<file path="config.mk">
export PLATFORM = sky130hd
export DESIGN_NAME = vqdm_link_ram
export DESIGN_NICKNAME = d
export VERILOG_FILES = /design/src/vqdm_pkg.sv /design/src/vqdm_link_ram.sv
export SDC_FILE = /design/constraint.sdc
export NUM_CORES = 2
export LEC_CHECK = 0
export BUFFER_PORTS_ARGS = -buffer_cell sky130_fd_sc_hd__buf_2
export CAP_MARGIN = 40
export CELL_PAD_IN_SITES_DETAIL_PLACEMENT = 1
export CELL_PAD_IN_SITES_GLOBAL_PLACEMENT = 1
export CORE_MARGIN = 4
export CORE_UTILIZATION = 40
export CTS_CLUSTER_DIAMETER = 30
export DETAILED_ROUTE_END_ITERATION = 16
export PLACE_DENSITY_LB_ADDON = 0.15
export SYNTH_ARGS = -nofsm -noshare
export SYNTH_HDL_FRONTEND = slang
export SYNTH_SLANG_ARGS = --single-unit
</file>
<file path="constraint.sdc">
create_clock -name clock -period 5.8 [get_ports clock]
set_clock_uncertainty 0.2 [all_clocks]
set_input_delay 0 -clock clock [delete_from_list [all_inputs] [get_ports clock]]
set_output_delay 0 -clock clock [all_outputs]
set_load 0.05 [all_outputs]
</file>
<file path="src/vqdm_pkg.sv">
// Package for the virtqueue descriptor manager: channel payload structs,
// descriptor entry layout, command and result codes, descriptor constants.
// No dependencies.
`default_nettype none

package vqdm_pkg;

   localparam int QUEUE_SIZE_DEF = 256;

   localparam logic [15:0] LINK_END     = 16'hFFFF;
   localparam logic [1:0]  FLAG_NEXT    = 2'b01;
   localparam logic [1:0]  FLAG_WRITE   = 2'b10;
   localparam logic [31:0] HDR_BYTES    = 32'd16;
   localparam logic [31:0] STATUS_BYTES = 32'd1;

   localparam logic CMD_SUBMIT = 1'b0;
   localparam logic CMD_RETIRE = 1'b1;

   typedef enum logic [1:0] {
      RC_SUBMITTED = 2'd0,
      RC_REJECTED  = 2'd1,
      RC_RETIRED   = 2'd2
   } result_code_type;

   typedef struct packed {
      logic        cmd;
      logic [2:0]  req_type;
      logic [63:0] hdr_addr;
      logic [63:0] data_addr;
      logic [31:0] data_len;
      logic [63:0] status_addr;
      logic [7:0]  used_id;
   } req_type;

   typedef struct packed {
      result_code_type result_code;
      logic [7:0]      head_index;
      logic [7:0]      avail_slot;
      logic [8:0]      free_count;
      logic [8:0]      freed;
   } rsp_type;

   typedef struct packed {
      logic [63:0] address;
      logic [31:0] length;
      logic [1:0]  flags;
   } desc_entry_type;

endpackage

`default_nettype wire

</file>
<file path="src/vqdm_link_ram.sv">
// Link memory of the descriptor table: one port, registered read.
// Depends on vqdm_pkg.
`default_nettype none

module vqdm_link_ram
   import vqdm_pkg::*;
#(
   parameter int QUEUE_SIZE = QUEUE_SIZE_DEF,
   localparam int IW = $clog2(QUEUE_SIZE)
) (
   input  wire logic          clock,
   input  wire logic          we,
   input  wire logic          re,
   input  wire logic [IW-1:0] addr,
   input  wire logic [15:0]   wdata,
   output logic      [15:0]   rdata
);

   logic [15:0] mem [QUEUE_SIZE];
   logic [15:0] rdata_ff;

   always_ff @(posedge clock) begin
      if (we) begin
         mem[addr] <= wdata;
      end
      if (re) begin
         rdata_ff <= mem[addr];
      end
   end

   assign rdata = rdata_ff;

endmodule

`default_nettype wire

</file>
* Yosys cells after proc, flatten, opt, wreduce, memory -nomap -nowiden
Memory sizes are Yosys's and may differ from the RTL's. A register that Yosys moved wholly into a read port is not among the register bits. Cells that the tools add are included. Widths: inputs -> output; s select.
Word-level totals: input port bits 27, bits in registers 0, memories kept 1, memory bits (writable) 4096, word-level logic and storage cells 3, output and inout port bits 16
Memories:
- mem | words 256, bits a word 16, rd ports 1, clocked after Yosys merged registers in 1, write ports 1, RTL line vqdm_link_ram.sv:19 | logic [15:0] mem [QUEUE_SIZE];
Operators by class: muxes and demuxes 2
Operator list (number):
- $mux 1 | 2

* Depth between registers and ports, before layout
depth in word-level cells 2, depth in mapped cells 10, depth with buffers taken out 5

* Least setup slack after synthesis
OpenSTA, ideal clock, no wires.
path kind in2reg, from input addr[0], to memory mem[145][0], enable pin, setup time 409 ps, path slack 2902 ps, stages on the path 7, arrival 2289 ps, required time 5191 ps, buffers on the path 5, cells stage by stage clkbuf_1 > buf_6 > clkbuf_1 > buf_2 > nand2b_1 > clkbuf_1 > nor3_1
RTL lines:
- from (decl) | RTL line vqdm_link_ram.sv:14 | input wire logic [IW-1:0] addr,
- to (decl) | RTL line vqdm_link_ram.sv:19
No word-level cell before the write port.

==> impl_results.md <==
- Standard-cell rows: 228
- Final Critical Period: 3.96 ns
- Share of layout cells above drive strength 1: 37.0%
- Vias in the first global route: 84200
- Cell count after synthesis: 6727
- Die X: 632 µm
- Yosys top cell by area: edfxtp_1
- Util after Layout: 50.8%
- Worst vdd ir: 309 µV
- H-tree lvl count: 6
- Worst min-delay path class: in -> reg
- Hold_ws: 0.271 ns
- # setup viols final: 0
- DR pass1 iterations: 5
- Final period utilization: 68.3%
- Cell at the slowest stage of the critical path: buf_4
- Drt drc: 0
- FMAX: 253 MHz
- Outcome: finished, final reports clean
- Crit-path max cell delay: 0.78 ns
- Total wire length: 474000 µm
- Latest clock arrival within the worst-skew pair: 1.09 ns
- CP bufs+invs: 5
- Hold Vio Cnt, Final: 0
- Core region area: 387000 µm²
- Buffers on Ports: 42
- Clock network fraction of total power: 57.9%
- CP endpoint kind: flop
- Leakage Power: 63.0 nW
- Max-slew violations: 0
- Setup bufs post-CTS: 0
- Sw Ratio: 21.7%
- Filler Cells Inserted: 33500
- Worst Path Required: 6.39 ns
- Syn Nets: 6754
- CTS max path bufs: 4
- Die footprint: 399000 µm²
- Sequential share of the synthesized area: 79.4%
- Internal Pwr Total: 66.9 mW
- DP Worst Slack: 1.28 ns
- Crit-path max FO: 60
- PwrDens: 435 nW/µm²
- Syn Area/Cell: 23.1 µm²
- Number of DRC markers in iteration 0: 9158
- Unique masters post-synth: 21
- Fin worst setup slack: 1.84 ns
- Startpoint types: input port
- Crit-path cells: dlygate4sd3_1 -> buf_8 -> buf_4 -> buf_4 -> mux4_2 -> a22oi_1 -> a21oi_1 -> o41ai_1 -> buf_4 -> nand4_1
- GRT Util Overall: 23.6%
- Pwr Total: 85.5 mW
- Drt via density: 5.77
- Dpl hpwl: 267000 µm
- Wirelength per Cell: 34.5 µm
- CTS tree: built
- Gate power share: 3.6%
- Global-route wire length before repair: 666000 µm
- Ys Warns: 0
- Vias: 79200
- Crit path top cell by count: buf_4
- Data arrival, critical path: 4.54 ns
- Max_cap viols: 0
- Top cells by area, synth: edfxtp_1 (79%), mux4_2 (15%), a22oi_1 (2.5%), a21oi_1 (0.82%), clkbuf_1 (0.60%)
- Clock root buffer: clkbuf_16
- Synth Register Bits: 4112
- TritonCTS Buffers: 844
- RePlAce Congestion: 0.783
- Clock tree sinks: 4112
- Cell area after synthesis: 156000 µm²
- Setup Crit Path Kind: in -> reg
- Unrepaired setup endpoints after global routing: false
- Largest net degree at the start of global routing: 194
- Initial antenna violation count: 37
- I/O pin count: 43
- Slew HR: 10.1%
- Switching power: 18.5 mW
- Clk slew on worst S/H paths: 0.05 ns
- Initial Utilization: 40.2%
- Grt ovf: 0
- Synth top area share: 79.4%
- Flop pwr share: 38.5%
- Total negative slack: 0 ns
- Die H: 632 µm
- Routed Antenna Nets: 0
- Least-Margin Pin Slew: 1.35 ns
- Area growth syn-to-layout: 26.3%
- Nets@finish: 7796
- Crit path max-delay family: buffers and inverters
==> worst min-delay path, cell delays in order <==
cell and delay [ns]:
buf_12 0.25, mux4_2 0.45, a22oi_1 0.12, a21oi_1 0.31, o41ai_2 0.13, nand4_1 0.08
==> cell type report <==
cell class	instances	area (µm²)	share of cell area [%]
diodes	29	72.6	0.0369
clock buffers	920	21500	10.9
clock inverters	677	8180	4.16
inverters	1	3.75	0.00191
multi-input cells	2194	30900	15.8
flip-flops and latches	4112	123000	62.9
well taps	5175	6470	3.30
repair buffers	616	5810	2.96
==> registers in the layout, indices dropped and copies added, names as in the netlist <==
signal  cells
rdata      16
mem      4096
==> cells in the mapped netlist <==
cell / number
edfxtp_1: 4112
mux4_2: 1024
a22oi_1: 512
a21oi_1: 256
clkbuf_1: 249
nor2_1: 232
buf_2: 76
o41ai_1: 64
buf_1: 54
nor3_1: 30
nand2_1: 28
buf_6: 25
buf_4: 16
nand4_1: 16
nand3_1: 13
nor2b_1: 7
nand2b_1: 6
and2_1: 3
or2_2: 2
inv_1: 1
or3_1: 1
==> per-layer routing <==
metal / wire length [µm] / track usage [%] / part of all wire (%) / vias to the layer above
li1: - / - / - / 31600
met3: 29600 / 3.58 / 6.3 / 715
met1: 195000 / 32.6 / 41 / 43600
met5: 0 / 0 / 0 / -
met4: 14200 / 7.57 / 3.0 / 0
met2: 235000 / 38.6 / 50 / 3239
==> logic make-up after synthesis <==
logic type	after synthesis	share of synthesized area (%)
compound gates	832	3.65
buf+inv	421	1.24
flops	4112	79.4
mux	1024	14.8
simple gates	338	0.906
==> timing repair <==
| item | 4_1_cts | 5_1_grt |
|---|---|---|
| resized for setup | 0 | 0 |
| hold buffers | 63 | 0 |
| endpoints found under the hold margin | 5464 | 0 |
==> cell usage in the layout, fill, tap and decap left out, types with 5 or more instances in the layout <==
master / n
clkbuf_16: 848
clkinvlp_4: 110
nand4_1: 16
nor2_2: 55
a21oi_1: 256
bufinv_16: 140
buf_8: 31
clkinv_8: 16
buf_12: 50
clkinv_16: 17
nor3_2: 23
clkinv_1: 121
clkbuf_1: 72
nor2_1: 174
diode_2: 29
buf_6: 6
a22oi_1: 512
nand3_2: 8
buf_2: 27
buf_4: 439
o41ai_1: 25
inv_6: 45
nand2_1: 20
clkinv_2: 162
edfxtp_1: 4112
nand2_2: 7
buf_16: 12
dlygate4sd3_1: 50
o41ai_2: 36
nor3_4: 7
clkinv_4: 51
mux4_2: 1024
inv_16: 12
nand3_1: 5
==> metrics by stage <==
stage / cells / area [µm²]
after detailed placement: 12000 / 166000
final: 13700 / 196000
after floorplan: 6727 / 156000
after global placement: 12000 / 165000
after global routing: 13700 / 196000
after CTS: 13700 / 196000
==> power groups by stage <==
stage / clock network (mW) / registers (mW) / logic (mW)
2_1_floorplan: 0 / 33.5 / 1.41
3_3_place_gp: 0 / 33.5 / 2.95
3_5_place_dp: 0 / 33.5 / 3.03
4_1_cts: 50.1 / 32.9 / 3.13
5_1_grt: 51.9 / 32.9 / 3.22
6_report: 49.5 / 32.9 / 3.07
==> path summary, 6_finish.rpt <==
check / cells after the start / from / endpoint / slack, ns
max reg2reg: 5 / mem[175][10] / rdata[10] / 2.55
min reg2reg: 5 / mem[8][15] / rdata[15] / 0.92
min: 6 / addr[0] / rdata[12] / 0.27
max: 10 / addr[1] / rdata[15] / 1.84
(Power assumes the default switching activity.)
