[config.mk]
export PLATFORM = sky130hd
export DESIGN_NAME = vqdm_ctrl
export DESIGN_NICKNAME = d
export VERILOG_FILES = /design/src/vqdm_pkg.sv /design/src/vqdm_ctrl.sv
export SDC_FILE = /design/constraint.sdc
export NUM_CORES = 1
export LEC_CHECK = 0
export ABC_AREA = 1
export BUFFER_PORTS_ARGS = -buffer_cell sky130_fd_sc_hd__buf_2
export CAP_MARGIN = 10
export CELL_PAD_IN_SITES_DETAIL_PLACEMENT = 0
export CELL_PAD_IN_SITES_GLOBAL_PLACEMENT = 1
export CORE_MARGIN = 4
export CORE_UTILIZATION = 23
export DETAILED_ROUTE_END_ITERATION = 10
export PLACE_DENSITY = 0.64
export RECOVER_POWER = 50
export SYNTH_ARGS = -nofsm -noshare
export SYNTH_HDL_FRONTEND = slang
export SYNTH_SLANG_ARGS = --single-unit
export TNS_END_PERCENT = 20
[constraint.sdc]
create_clock -name clock -period 6.35 [get_ports clock]
set_clock_uncertainty 0.05 [all_clocks]
set_input_delay 1.905 -clock clock [delete_from_list [all_inputs] [get_ports clock]]
set_output_delay 1.905 -clock clock [all_outputs]
set_load 0.005 [all_outputs]
[src/vqdm_pkg.sv]
// Package for the virtqueue descriptor manager: channel payload structs,
// descriptor entry layout, command and result codes, descriptor constants.
// No dependencies.
`default_nettype none

package vqdm_pkg;

   localparam int QUEUE_SIZE_DEF = 256;

   localparam logic [15:0] LINK_END     = 16'hFFFF;
   localparam logic [1:0]  FLAG_NEXT    = 2'b01;
   localparam logic [1:0]  FLAG_WRITE   = 2'b10;
   localparam logic [31:0] HDR_BYTES    = 32'd16;
   localparam logic [31:0] STATUS_BYTES = 32'd1;

   localparam logic CMD_SUBMIT = 1'b0;
   localparam logic CMD_RETIRE = 1'b1;

   typedef enum logic [1:0] {
      RC_SUBMITTED = 2'd0,
      RC_REJECTED  = 2'd1,
      RC_RETIRED   = 2'd2
   } result_code_type;

   typedef struct packed {
      logic        cmd;
      logic [2:0]  req_type;
      logic [63:0] hdr_addr;
      logic [63:0] data_addr;
      logic [31:0] data_len;
      logic [63:0] status_addr;
      logic [7:0]  used_id;
   } req_type;

   typedef struct packed {
      result_code_type result_code;
      logic [7:0]      head_index;
      logic [7:0]      avail_slot;
      logic [8:0]      free_count;
      logic [8:0]      freed;
   } rsp_type;

   typedef struct packed {
      logic [63:0] address;
      logic [31:0] length;
      logic [1:0]  flags;
   } desc_entry_type;

endpackage

`default_nettype wire

[src/vqdm_ctrl.sv]
// Sequencer: sets up the free list after reset, pops three descriptors per
// submit, walks and frees chains on retire, keeps free list head, counters and
// the result register. Depends on vqdm_pkg; drives vqdm_link_ram and vqdm_desc_ram.
`default_nettype none

module vqdm_ctrl
   import vqdm_pkg::*;
#(
   parameter int QUEUE_SIZE = QUEUE_SIZE_DEF,
   localparam int IW = $clog2(QUEUE_SIZE),
   localparam int CW = $clog2(QUEUE_SIZE + 1)
) (
   input  wire logic           clock,
   input  wire logic           reset,
   input  wire logic           req_valid,
   output logic                req_stall,
   input  wire req_type        req_data,
   output logic                rsp_valid,
   input  wire logic           rsp_stall,
   output rsp_type             rsp_data,
   output logic                link_we,
   output logic                link_re,
   output logic [IW-1:0]       link_addr,
   output logic [15:0]         link_wdata,
   input  wire logic [15:0]    link_rdata,
   output logic                desc_we,
   output logic                desc_re,
   output logic [IW-1:0]       desc_addr,
   output desc_entry_type      desc_wdata,
   input  wire desc_entry_type desc_rdata
);

   typedef enum logic [2:0] {
      ST_INIT,
      ST_IDLE,
      ST_POP1,
      ST_POP2,
      ST_POP_END,
      ST_WALK_RD,
      ST_WALK_WR,
      ST_HOLD
   } state_type;

   localparam logic [15:0]   QSIZE16   = 16'(QUEUE_SIZE);
   localparam logic [CW-1:0] QSIZE_CW  = CW'(QUEUE_SIZE);
   localparam logic [15:0]   SLOT_MASK = 16'(QUEUE_SIZE - 1);
   localparam logic [15:0]   HEAD_INIT = 16'(QUEUE_SIZE - 1);
   localparam logic [CW-1:0] MIN_FREE  = CW'(3);
   localparam logic [IW-1:0] INIT_LAST = IW'(QUEUE_SIZE - 1);

   state_type      state_ff, state_in;
   logic [IW-1:0]  init_ff, init_in;
   logic [15:0]    free_head_ff, free_head_in;
   logic [CW-1:0]  free_total_ff, free_total_in;
   logic [15:0]    avail_ff, avail_in;
   logic           rsp_valid_ff, rsp_valid_in;
   rsp_type        rsp_ff, rsp_in;
   rsp_type        pend_rsp_ff, pend_rsp_in;
   logic [15:0]    cur_ff, cur_in;
   logic [CW-1:0]  steps_ff, steps_in;
   logic [7:0]     head_ff, head_in;
   logic [IW-1:0]  pend_idx_ff, pend_idx_in;
   logic           pend_oob_ff, pend_oob_in;
   logic [63:0]    data_addr_ff, data_addr_in;
   logic [31:0]    data_len_ff, data_len_in;
   logic [1:0]     data_flags_ff, data_flags_in;
   logic [63:0]    status_addr_ff, status_addr_in;

   logic           out_free;
   logic [15:0]    link_val;
   logic           pop_en;
   logic [15:0]    pop_cur;
   logic           pop_oob;
   logic           fin_en;
   rsp_type        fin_rsp;
   logic           walk_ok;

   assign out_free  = !rsp_valid_ff || !rsp_stall;
   assign req_stall = (state_ff != ST_IDLE);
   assign rsp_valid = rsp_valid_ff;
   assign rsp_data  = rsp_ff;

   assign link_val  = pend_oob_ff ? LINK_END : link_rdata;

   assign walk_ok = (cur_ff < QSIZE16) && (steps_ff < QSIZE_CW)
                    && (free_total_ff < QSIZE_CW);

   always_comb begin
      state_in       = state_ff;
      init_in        = init_ff;
      free_head_in   = free_head_ff;
      free_total_in  = free_total_ff;
      avail_in       = avail_ff;
      rsp_valid_in   = rsp_valid_ff && rsp_stall;
      rsp_in         = rsp_ff;
      pend_rsp_in    = pend_rsp_ff;
      cur_in         = cur_ff;
      steps_in       = steps_ff;
      head_in        = head_ff;
      pend_idx_in    = pend_idx_ff;
      pend_oob_in    = pend_oob_ff;
      data_addr_in   = data_addr_ff;
      data_len_in    = data_len_ff;
      data_flags_in  = data_flags_ff;
      status_addr_in = status_addr_ff;

      link_we    = 1'b0;
      link_re    = 1'b0;
      link_addr  = '0;
      link_wdata = free_head_ff;
      desc_we    = 1'b0;
      desc_re    = 1'b0;
      desc_addr  = '0;
      desc_wdata = '{address: req_data.hdr_addr, length: HDR_BYTES, flags: FLAG_NEXT};

      pop_en  = 1'b0;
      pop_cur = free_head_ff;
      pop_oob = 1'b0;
      fin_en  = 1'b0;
      fin_rsp = '{result_code: RC_SUBMITTED, head_index: 8'd0, avail_slot: 8'd0,
                  free_count: 9'd0, freed: 9'd0};

      unique case (state_ff)
         ST_INIT: begin
            link_we    = 1'b1;
            link_addr  = init_ff;
            link_wdata = (init_ff == '0) ? LINK_END : 16'(init_ff) - 16'd1;
            if (init_ff == '0) begin
               state_in = ST_IDLE;
            end else begin
               init_in = init_ff - IW'(1);
            end
         end
         ST_IDLE: begin
            data_addr_in   = req_data.data_addr;
            data_len_in    = req_data.data_len;
            data_flags_in  = (req_data.req_type == 3'd0) ? (FLAG_WRITE | FLAG_NEXT)
                                                         : FLAG_NEXT;
            status_addr_in = req_data.status_addr;
            if (req_valid) begin
               if (req_data.cmd == CMD_SUBMIT) begin
                  if (free_total_ff < MIN_FREE) begin
                     fin_en                 = 1'b1;
                     fin_rsp.result_code    = RC_REJECTED;
                     fin_rsp.free_count     = 9'(free_total_ff);
                  end else begin
                     pop_en   = 1'b1;
                     pop_cur  = free_head_ff;
                     head_in  = 8'(free_head_ff);
                     state_in = ST_POP1;
                  end
               end else begin
                  cur_in   = 16'(req_data.used_id);
                  head_in  = req_data.used_id;
                  steps_in = '0;
                  state_in = ST_WALK_RD;
               end
            end
         end
         ST_POP1: begin
            pop_en     = 1'b1;
            pop_cur    = link_val;
            desc_wdata = '{address: data_addr_ff, length: data_len_ff, flags: data_flags_ff};
            state_in   = ST_POP2;
         end
         ST_POP2: begin
            pop_en     = 1'b1;
            pop_cur    = link_val;
            desc_wdata = '{address: status_addr_ff, length: STATUS_BYTES, flags: FLAG_WRITE};
            state_in   = ST_POP_END;
         end
         ST_POP_END: begin
            free_head_in       = link_val;
            free_total_in      = free_total_ff - MIN_FREE;
            avail_in           = avail_ff + 16'd1;
            fin_en             = 1'b1;
            fin_rsp.result_code = RC_SUBMITTED;
            fin_rsp.head_index = head_ff;
            fin_rsp.avail_slot = 8'(avail_ff & SLOT_MASK);
            fin_rsp.free_count = 9'(free_total_in);
         end
         ST_WALK_RD: begin
            if (walk_ok) begin
               link_re       = 1'b1;
               link_addr     = cur_ff[IW-1:0];
               desc_re       = 1'b1;
               desc_addr     = cur_ff[IW-1:0];
               pend_idx_in   = cur_ff[IW-1:0];
               pend_oob_in   = 1'b0;
               state_in      = ST_WALK_WR;
            end else begin
               fin_en              = 1'b1;
               fin_rsp.result_code = RC_RETIRED;
               fin_rsp.head_index  = head_ff;
               fin_rsp.free_count  = 9'(free_total_ff);
               fin_rsp.freed       = 9'(steps_ff);
            end
         end
         ST_WALK_WR: begin
            link_we       = 1'b1;
            link_addr     = pend_idx_ff;
            link_wdata    = free_head_ff;
            free_head_in  = 16'(pend_idx_ff);
            free_total_in = free_total_ff + CW'(1);
            steps_in      = steps_ff + CW'(1);
            if ((desc_rdata.flags & FLAG_NEXT) != 2'b00) begin
               cur_in   = link_val;
               state_in = ST_WALK_RD;
            end else begin
               fin_en              = 1'b1;
               fin_rsp.result_code = RC_RETIRED;
               fin_rsp.head_index  = head_ff;
               fin_rsp.free_count  = 9'(free_total_in);
               fin_rsp.freed       = 9'(steps_in);
            end
         end
         ST_HOLD: begin
            if (out_free) begin
               rsp_in       = pend_rsp_ff;
               rsp_valid_in = 1'b1;
               state_in     = ST_IDLE;
            end
         end
         default: begin
            state_in = ST_IDLE;
         end
      endcase

      pop_oob = (pop_cur >= QSIZE16);
      if (pop_en) begin
         pend_idx_in   = pop_cur[IW-1:0];
         pend_oob_in   = pop_oob;
         if (!pop_oob) begin
            link_re   = 1'b1;
            link_addr = pop_cur[IW-1:0];
            desc_we   = 1'b1;
            desc_addr = pop_cur[IW-1:0];
         end
      end

      if (fin_en) begin
         if (out_free) begin
            rsp_in       = fin_rsp;
            rsp_valid_in = 1'b1;
            state_in     = ST_IDLE;
         end else begin
            pend_rsp_in = fin_rsp;
            state_in    = ST_HOLD;
         end
      end
   end

   always_ff @(posedge clock) begin
      if (reset) begin
         state_ff      <= ST_INIT;
         init_ff       <= INIT_LAST;
         free_head_ff  <= HEAD_INIT;
         free_total_ff <= QSIZE_CW;
         avail_ff      <= 16'd0;
         rsp_valid_ff  <= 1'b0;
      end else begin
         state_ff      <= state_in;
         init_ff       <= init_in;
         free_head_ff  <= free_head_in;
         free_total_ff <= free_total_in;
         avail_ff      <= avail_in;
         rsp_valid_ff  <= rsp_valid_in;
      end
      rsp_ff         <= rsp_in;
      pend_rsp_ff    <= pend_rsp_in;
      cur_ff         <= cur_in;
      steps_ff       <= steps_in;
      head_ff        <= head_in;
      pend_idx_ff    <= pend_idx_in;
      pend_oob_ff    <= pend_oob_in;
      data_addr_ff   <= data_addr_in;
      data_len_ff    <= data_len_in;
      data_flags_ff  <= data_flags_in;
      status_addr_ff <= status_addr_in;
   end

endmodule

`default_nettype wire

Yosys cells after proc, flatten, opt, wreduce, memory -nomap -nowiden
Index checks and enable logic that the tools add are counted.

Add/subtract/negate cells: 6. Order comparisons: 5. Eq/ne operators: 18. Muxes and demuxes: 80. Bitwise logic cells: 2. Reduce and logical (&&, ||, !) cells: 23.

Operators with widths (count): $pmux W98 S2 (1); $mux W36 (4); $mux W16 (7); $mux W8 (12); $pmux W16 S2 (2); $pmux W9 S2 (3); $pmux W8 S3 (2); $mux W9 (5); $mux W18 (2); $pmux W9 S4 (1); $mux W3 (9); $mux W1 (25); $pmux W3 S7 (1); $mux W10 (2); $add A9 B1 Y9 const B (2); $lt A9 B9 Y1 const B (2); $add A16 B1 Y16 const B (1); $ge A16 B9 Y1 const B (1); $lt A16 B9 Y1 const B (1); $ne A3 B3 Y1 const B (5); $eq A3 B3 Y1 const B (4); $lt A9 B2 Y1 const B (1); $sub A8 B1 Y9 const B (1); $sub A9 B2 Y9 const B (1); 23 further kinds (39).

Bits in registers: 329. Bits of input ports: 354. Output and inout bits: 172. Word-level logic and storage cells: 159.

Logic depth before layout (Yosys ltp)
Gate-level depths: netlist (run 1).

Word-level depth: 7. Depth in mapped cells: 14. Gate-level depth less buffers: 13.

Worst setup path before layout (run 1)
OpenSTA, ideal clock, no wires.

Path kind: input to output. Start point: input port req_data[235] (netlist name). End point: output port desc_addr[4]. Arrival: 2838 ps. Data required time: 4395 ps. Path slack: 1557 ps. Stages on the path: 7. Buffers on the path: 2. Path through: clkbuf_1 nor2_4 o211ai_1 nand2_2 buf_4 nand3_1 nand2_1.

Longest elaborated chain between the ends: 4.

Ends and longest elaborated chain: from (decl) (RTL line vqdm_ctrl.sv:17) `input wire req_type req_data,`; $mux W1 (RTL line vqdm_ctrl.sv:141) `if (req_data.cmd == CMD_SUBMIT) begin`; $mux W1 (RTL line vqdm_ctrl.sv:140) `if (req_valid) begin`; $pmux W1 S2 (RTL line vqdm_ctrl.sv:123) `unique case (state_ff)`; $mux W8 (RTL line vqdm_ctrl.sv:230) `if (pop_en) begin`; to (decl) (RTL line vqdm_ctrl.sv:28) `output logic [IW-1:0] desc_addr,`.

Every way passes these cells.

Worst setup path in the final report (run 1)
Start point: input port req_data[235] (netlist name). End point: output port link_addr[3].

Longest elaborated chain between the ends: 4.

Ends and longest elaborated chain: $mux W1 (RTL line vqdm_ctrl.sv:141); $mux W1 (RTL line vqdm_ctrl.sv:140); $pmux W1 S2 (RTL line vqdm_ctrl.sv:123); $mux W8 (RTL line vqdm_ctrl.sv:230); to (decl) (RTL line vqdm_ctrl.sv:23) `output logic [IW-1:0] link_addr,`.

Every way passes these cells.

==> metrics, run 1 <==
number of flops mapped to enable cells by yosys approximately 240; internal cell power 3545 uW; final weighted congestion in routability-driven placement 0.8306; worst setup path start req_data[235]; placement-stage cell area 0.01691 mm2; critical path type in -> out; CTS Sinks between 300 and 400; pwr dens approximately 250 mW/mm2; post-route clock period utilization 0.8694; power share of the combinational group 0.040; clock tree buffer depth 3; Crit. End Element output pin; most frequently used flop master after synthesis edfxtp_1; count of input and output buffers around 430; root buf cell clkbuf_16; hold path startpoint avail_ff[2]$_SDFFE_PP0P_; average size of a mapped cell about 10 um2; highest achievable clock rate about 0.18 GHz; startpoint of the worst-slack reg-to-reg timing path state_ff[2]$_SDFFE_PP0P_; Worst-Margin Slew around 4.2 ns; initial core utilization 0.2321; status finished with violations; post-layout min period between 5 and 6 ns; post-synthesis net count roughly 1700; #FFs+latches synth 320; switching share of total power 0.2117; remaining antenna violation count after routing 0; LEAKAGE roughly 0.0076 uW; area enclosed by the die boundary ~0.065 mm2; Yosys top cell area share 0.5123; leftover overflow at the end of global routing 0; CTS HTree Levels 2; number of nets in the finished design 2143; accumulated negative setup slack 0 ns; required time reported for the critical path endpoint about 4.4 ns; clock slew at the register clock pins of the worst setup and hold paths approximately 0.05 ns; violation count after the first detailed-route iteration ~560; critical path launch point type input pin; Die W 254.8 um; number of buffers inserted during clock tree synthesis 39; tightest slew margin relative to the limit -1.788; setup repair after global routing missed its margin false; Switching Power 951.8 uW; sum of routed wire length over all layers 45880 um; fraction of final layout cells sized beyond drive strength 1 0.2894; vertical die dimension between 200 and 300 um; final-report hold violation count 0; total DRC errors in the routed layout 0; worst-case hold slack about 0.43 ns; R2R Setup Slk approximately 1.4 ns; Synth Warn # 0; antenna diode count 0; global-route usage over all layers 0.1357; largest net degree at the start of global routing 162; Gate Count Post-Synth 1371; number of maximum-capacitance constraint violations 1; biggest area contributors in the synthesized netlist edfxtp_1 (51%), dfxtp_1 (12%), nand2_1 (9.8%); worst-case setup margin in the final layout 0.8292 ns; PnR Total Power 4497 uW; number of placed I/O pins between 500 and 600; row cnt 90; initial antenna violation count 10; detailed-route vias per instance 4.384; worst min path class reg -> reg; post-detailed-route wirelength per cell between 15 and 20 um; worst ir drop on vdd 182.6 uV; wire length of the first global-routing pass roughly 68000 um; clock tree from TritonCTS done; number of hold-repair buffers added at the cts stage 0; HPWL after detailed placement about 33000 um; clk_lat worst skew between 0.5 and 0.6 ns; fraction of registers with async set or reset after synthesis 0; pre-CTS setup slack around 1.1 ns; part of the Yosys area used for sequential elements 0.6280; Area growth syn-to-layout 28.44%; endpoint arrival time on the critical path 3.57 ns; total setup violations reported at the end of the flow 0; post-synth cell types between 50 and 60; detailed-route via count 11350; number of instances resized during post-cts repair 0; Final Cell Area between 0.015 and 0.02 mm2; cell taking the most area after synthesis edfxtp_1; largest fanout on the critical path 19; number of optimization iterations in the first detailed-route pass 5; part of the power in the clock network 0.458; Slew Limit Fails approximately 160; placeable core area 0.06036 mm2; number of buffers added for setup after CTS 0; number of global-route vias before repair roughly 11000; synthesized cell area ~0.014 mm2; violations in the final reports capacitance limit, slew limit; power share of the sequential group 0.502
-- power groups by stage --
stage	clock network (uW)	logic, uW	registers (uW)
after floorplan	0	50.6	2300
after detailed placement	0	186	2300
final	2060	181	2260
after CTS	2130	187	2260
after global routing	2210	206	2260
after global placement	0	183	2300
-- flip-flops by register name, indices dropped and copies added (netlist names), 8 cells and up --
signal          flops
avail_ff            8
cur_ff             16
data_addr_ff       64
data_len_ff        32
free_head_ff       16
free_total_ff       9
head_ff             8
init_ff             8
pend_idx_ff         8
pend_rsp_ff        36
rsp_data           36
status_addr_ff     64
steps_ff            9
-- cell usage in the layout, fill, tap and decap left out, types with 3 or more instances in the layout --
cell type / synthesis / layout
buf_4: 5 / 6
nor2_4: 5 / 6
nor3_1: 11 / 12
inv_1: 102 / 102
a211oi_1: 3 / 3
o211ai_1: 7 / 7
nor4_1: 3 / 3
xor2_1: 14 / 14
inv_6: 0 / 3
inv_2: 8 / 7
clkinv_2: 1 / 5
ha_1: 4 / 4
clkbuf_8: 0 / 3
nand4_1: 13 / 13
o21ai_0: 91 / 91
buf_2: 16 / 422
nand2_1: 364 / 366
clkinvlp_4: 0 / 3
a21oi_1: 32 / 31
edfxtp_1: 239 / 239
a22oi_1: 66 / 66
mux2i_1: 32 / 32
clkbuf_16: 0 / 39
o2111ai_1: 6 / 6
nand2_2: 8 / 6
nand3_1: 45 / 46
clkbuf_1: 31 / 14
or2_2: 6 / 6
dfxtp_1: 81 / 81
clkinv_1: 3 / 7
nor2_1: 129 / 130
o22ai_1: 6 / 6
-- logic make-up after synthesis --
| kind of cell | Yosys count | synth area share |
|---|---|---|
| compound gates | 223 | 0.09788 |
| xor+xnor | 15 | 0.009378 |
| fa+ha+maj | 4 | 0.003573 |
| buf+inv | 179 | 0.05555 |
| flops | 320 | 0.6280 |
| mux | 34 | 0.02447 |
| simple gates | 596 | 0.1811 |
-- worst paths after layout --
| check | to | cells after the start |
|---|---|---|
| setup reg to reg | status_addr_ff[5]$_DFFE_PP_ | 4 |
| hold reg to reg | avail_ff[2]$_SDFFE_PP0P_ | 2 |
| setup / recovery | link_addr[3] | 7 |
| hold / removal | avail_ff[2]$_SDFFE_PP0P_ | 2 |
-- through the flow --
| step | util | std cells |
|---|---|---|
| final | 0.2981 | 2589 |
| after global placement | 0.2802 | 2526 |
| after detailed placement | 0.2802 | 2526 |
| after CTS | 0.2993 | 2589 |
| after global routing | 0.2981 | 2589 |
| after floorplan | - | 1371 |
-- area by class of cell --
cell class	instances	area [um2]
fill	6360	42360
inverter	116	449.2
tap	782	978.4
sequential	320	8798
clock buffer	49	1044
multi-input combinational	872	4429
clock inverter	14	106.4
timing repair buffer	436	2188
-- worst max-delay path, stage by stage --
cell      delay, ns
clkbuf_1       0.54
nor2_4         0.09
o211ai_1       0.16
nand2_2        0.31
nand3_1        0.21
nand4_1        0.16
buf_2          0.18
-- Yosys cell counts, types with 4 or more instances --
| library cell | count |
|---|---|
| clkbuf_1 | 31 |
| dfxtp_1 | 81 |
| nand2_1 | 364 |
| mux2i_1 | 32 |
| o22ai_1 | 6 |
| buf_4 | 5 |
| o211ai_1 | 7 |
| nand2_2 | 8 |
| nor3_1 | 11 |
| o21ai_0 | 91 |
| edfxtp_1 | 239 |
| buf_2 | 16 |
| a22oi_1 | 66 |
| a21oi_1 | 32 |
| ha_1 | 4 |
| buf_1 | 4 |
| inv_2 | 8 |
| nor2_4 | 5 |
| xor2_1 | 14 |
| nand4_1 | 13 |
| buf_6 | 6 |
| o2111ai_1 | 6 |
| or2_2 | 6 |
| nor2_1 | 129 |
| nand3_1 | 45 |
| inv_1 | 102 |
-- metal layers --
layer / vias up / part of all wire / global-route usage
met2: 387 / 0.48 / 0.2302
met5: - / 0.00057 / 0
li1: 5527 / - / -
met4: 4 / 0.023 / 0.03663
met3: 79 / 0.069 / 0.03600
met1: 5353 / 0.43 / 0.1721
Power figures use the tool's default switching activity.
==> run 2, diff against run 1 <==
--- a/config.mk
+++ b/config.mk
@@ -6,7 +6,7 @@
 export NUM_CORES = 1
 export LEC_CHECK = 0
 export ABC_AREA = 1
-export BUFFER_PORTS_ARGS = -buffer_cell sky130_fd_sc_hd__buf_2
+export BUFFER_PORTS_ARGS = -buffer_cell sky130_fd_sc_hd__buf_4
 export CAP_MARGIN = 10
 export CELL_PAD_IN_SITES_DETAIL_PLACEMENT = 0
 export CELL_PAD_IN_SITES_GLOBAL_PLACEMENT = 1
==> run 2 against run 1 <==
The flow still finishes with violations (capacitance limit, slew limit). Wire length is 1.9% higher. Sequential share of layout area is 3.0 points lower. Critical path depth stayed put. Core utilization is 1.9 points higher. Via count is 0.21% lower. First-iteration DRC count is 1.6% higher. Critical path type unchanged. Critical endpoint is now link_addr[5]. Largest cell class unchanged. Largest power group unchanged.
==> metrics, run 2 (same netlist as run 1, synthesis figures left out) <==
status finished with violations; violations in the final reports capacitance limit, slew limit; post-route clock period utilization 0.8702; Slew Limit Fails ~160; number of buffers inserted during clock tree synthesis 39; count of input and output buffers 428; initial core utilization 0.2321; pre-CTS setup slack approximately 1.1 ns; filler cell count ~6300; critical path type in -> out; Bufs and invs on worst path 2; leftover overflow at the end of global routing 0; cell chain of the critical path clkbuf_1 -> nor2_4 -> o211ai_1 -> nand2_2 -> nand3_1 -> nand4_1 -> buf_4; required time reported for the critical path endpoint roughly 4.4 ns; critical path launch point type input pin; Final Cell Area ~0.019 mm2; number of instances resized during post-cts repair 0; clock tree buffer depth 3; post-layout min period 5.526 ns; placeable core area 0.06036 mm2; largest registers data_addr_ff: 64 flops, status_addr_ff: 64 flops; cell total after placement roughly 2500; HPWL after detailed placement 34580 um; detailed-route via count 11330; tightest slew margin relative to the limit -1.635; final-report hold violation count 0; Area growth syn-to-layout 36.69%; Cell Count, Final, Fillers Out around 2600; Crit. End Element output pin; remaining antenna violation count after routing 0; largest net degree at the start of global routing approximately 160; final weighted congestion in routability-driven placement about 0.84; number of placed I/O pins 526; worst ir drop on vdd ~180 uV; area used by multi-input combinational logic 0.004410 mm2; accumulated negative setup slack 0 ns; most frequent standard cell in the layout excluding fill and tap cells nand2_1; worst-case hold slack between 0.4 and 0.5 ns; FF/Latch Area between 0.008 and 0.009 mm2; Worst-Margin Slew between 3 and 4 ns; worst-case setup margin in the final layout 0.8243 ns; clock tree from TritonCTS done; largest fanout on the critical path 19; detailed-route vias per instance 4.361; total DRC errors in the routed layout 0; Die W about 250 um; CTS HTree Levels 2; fraction of final layout cells sized beyond drive strength 1 0.2900; vertical die dimension around 250 um; number of optimization iterations in the first detailed-route pass 5; root buf cell clkbuf_16; post-detailed-route wirelength per cell 18.00 um; clk_lat worst skew 0.54 ns; pwr dens 244.5 mW/mm2; number of hold-repair buffers added at the cts stage 0; placement-stage cell area 0.01800 mm2; sum of routed wire length over all layers about 47000 um; area enclosed by the die boundary about 0.065 mm2; CTS Sinks 320; worst min path class reg -> reg; global-route usage over all layers 0.1382; LEAKAGE around 0.008 uW; initial antenna violation count 2; highest achievable clock rate between 0.15 and 0.2 GHz; endpoint arrival time on the critical path about 3.6 ns; setup repair after global routing missed its margin false; largest stage delay on the critical path ~0.55 ns; wire length of the first global-routing pass between 60000 and 70000 um; commonest cells after routing, fill and taps aside nand2_1 (367), buf_4 (274), edfxtp_1 (239); number of buffers added for setup after CTS 0; total setup violations reported at the end of the flow 0; library cell contributing the largest single delay on the critical path clkbuf_1; clock slew at the register clock pins of the worst setup and hold paths approximately 0.050 ns; violation count after the first detailed-route iteration between 500 and 600; Largest delay share family, worst path simple AND/OR/NAND/NOR gates; row cnt 90; number of global-route vias before repair 11610; number of nets in the finished design 2145; number of maximum-capacitance constraint violations 1
==> run 2: layer usage <==
layer,vias to the layer above,routed length [um],global-route usage
met5,-,21,0
met4,4,1128,0.04115
met3,74,3114,0.03579
met2,366,23060,0.2364
met1,5353,19410,0.1725
li1,5529,-,-
==> run 2: where the power goes <==
group | leakage (uW) | internal, uW | total (uW) | switching (uW)
sequential | 0.00278 | 2250 | 2260 | 8.68
clock | 0.000606 | 1320 | 2190 | 871
combinational | 0.00454 | 154 | 237 | 83.1
==> run 2: worst paths after layout <==
kind / startpoint / cells after the start / slack [ns] / endpoint
min reg2reg: avail_ff[7]$_SDFFE_PP0P_ / 2 / 0.41 / avail_ff[7]$_SDFFE_PP0P_
min: avail_ff[7]$_SDFFE_PP0P_ / 2 / 0.41 / avail_ff[7]$_SDFFE_PP0P_
max: req_data[235] / 7 / 0.82 / link_addr[5]
max reg2reg: state_ff[0]$_SDFFE_PP0P_ / 5 / 1.19 / data_addr_ff[58]$_DFFE_PP_
==> run 2: final cells by class <==
class                           count  area share
Clock inverter                     19    0.009017
Multi-Input combinational cell    872      0.2303
Clock buffer                       49     0.05619
Antenna cell                        1   0.0001307
Timing Repair Buffer              438      0.1704
Sequential cell                   320      0.4595
Inverter                          116     0.02339
Tap cell                          782     0.05109
==> run 2: per-stage QoR <==
step	total power (uW)	util
2_1_floorplan	2351	-
3_3_place_gp	2547	0.2982
3_5_place_dp	2550	0.2982
4_1_cts	4778	0.3189
5_1_grt	4865	0.3172
6_report	4683	0.3173
==> run 2: tightest hold or removal path, delay by kind of cell, from the launching register on <==
family	cells	cell delay (ns)
flops	1	0.31
compound gates	1	0.05
buf+inv	1	0.06
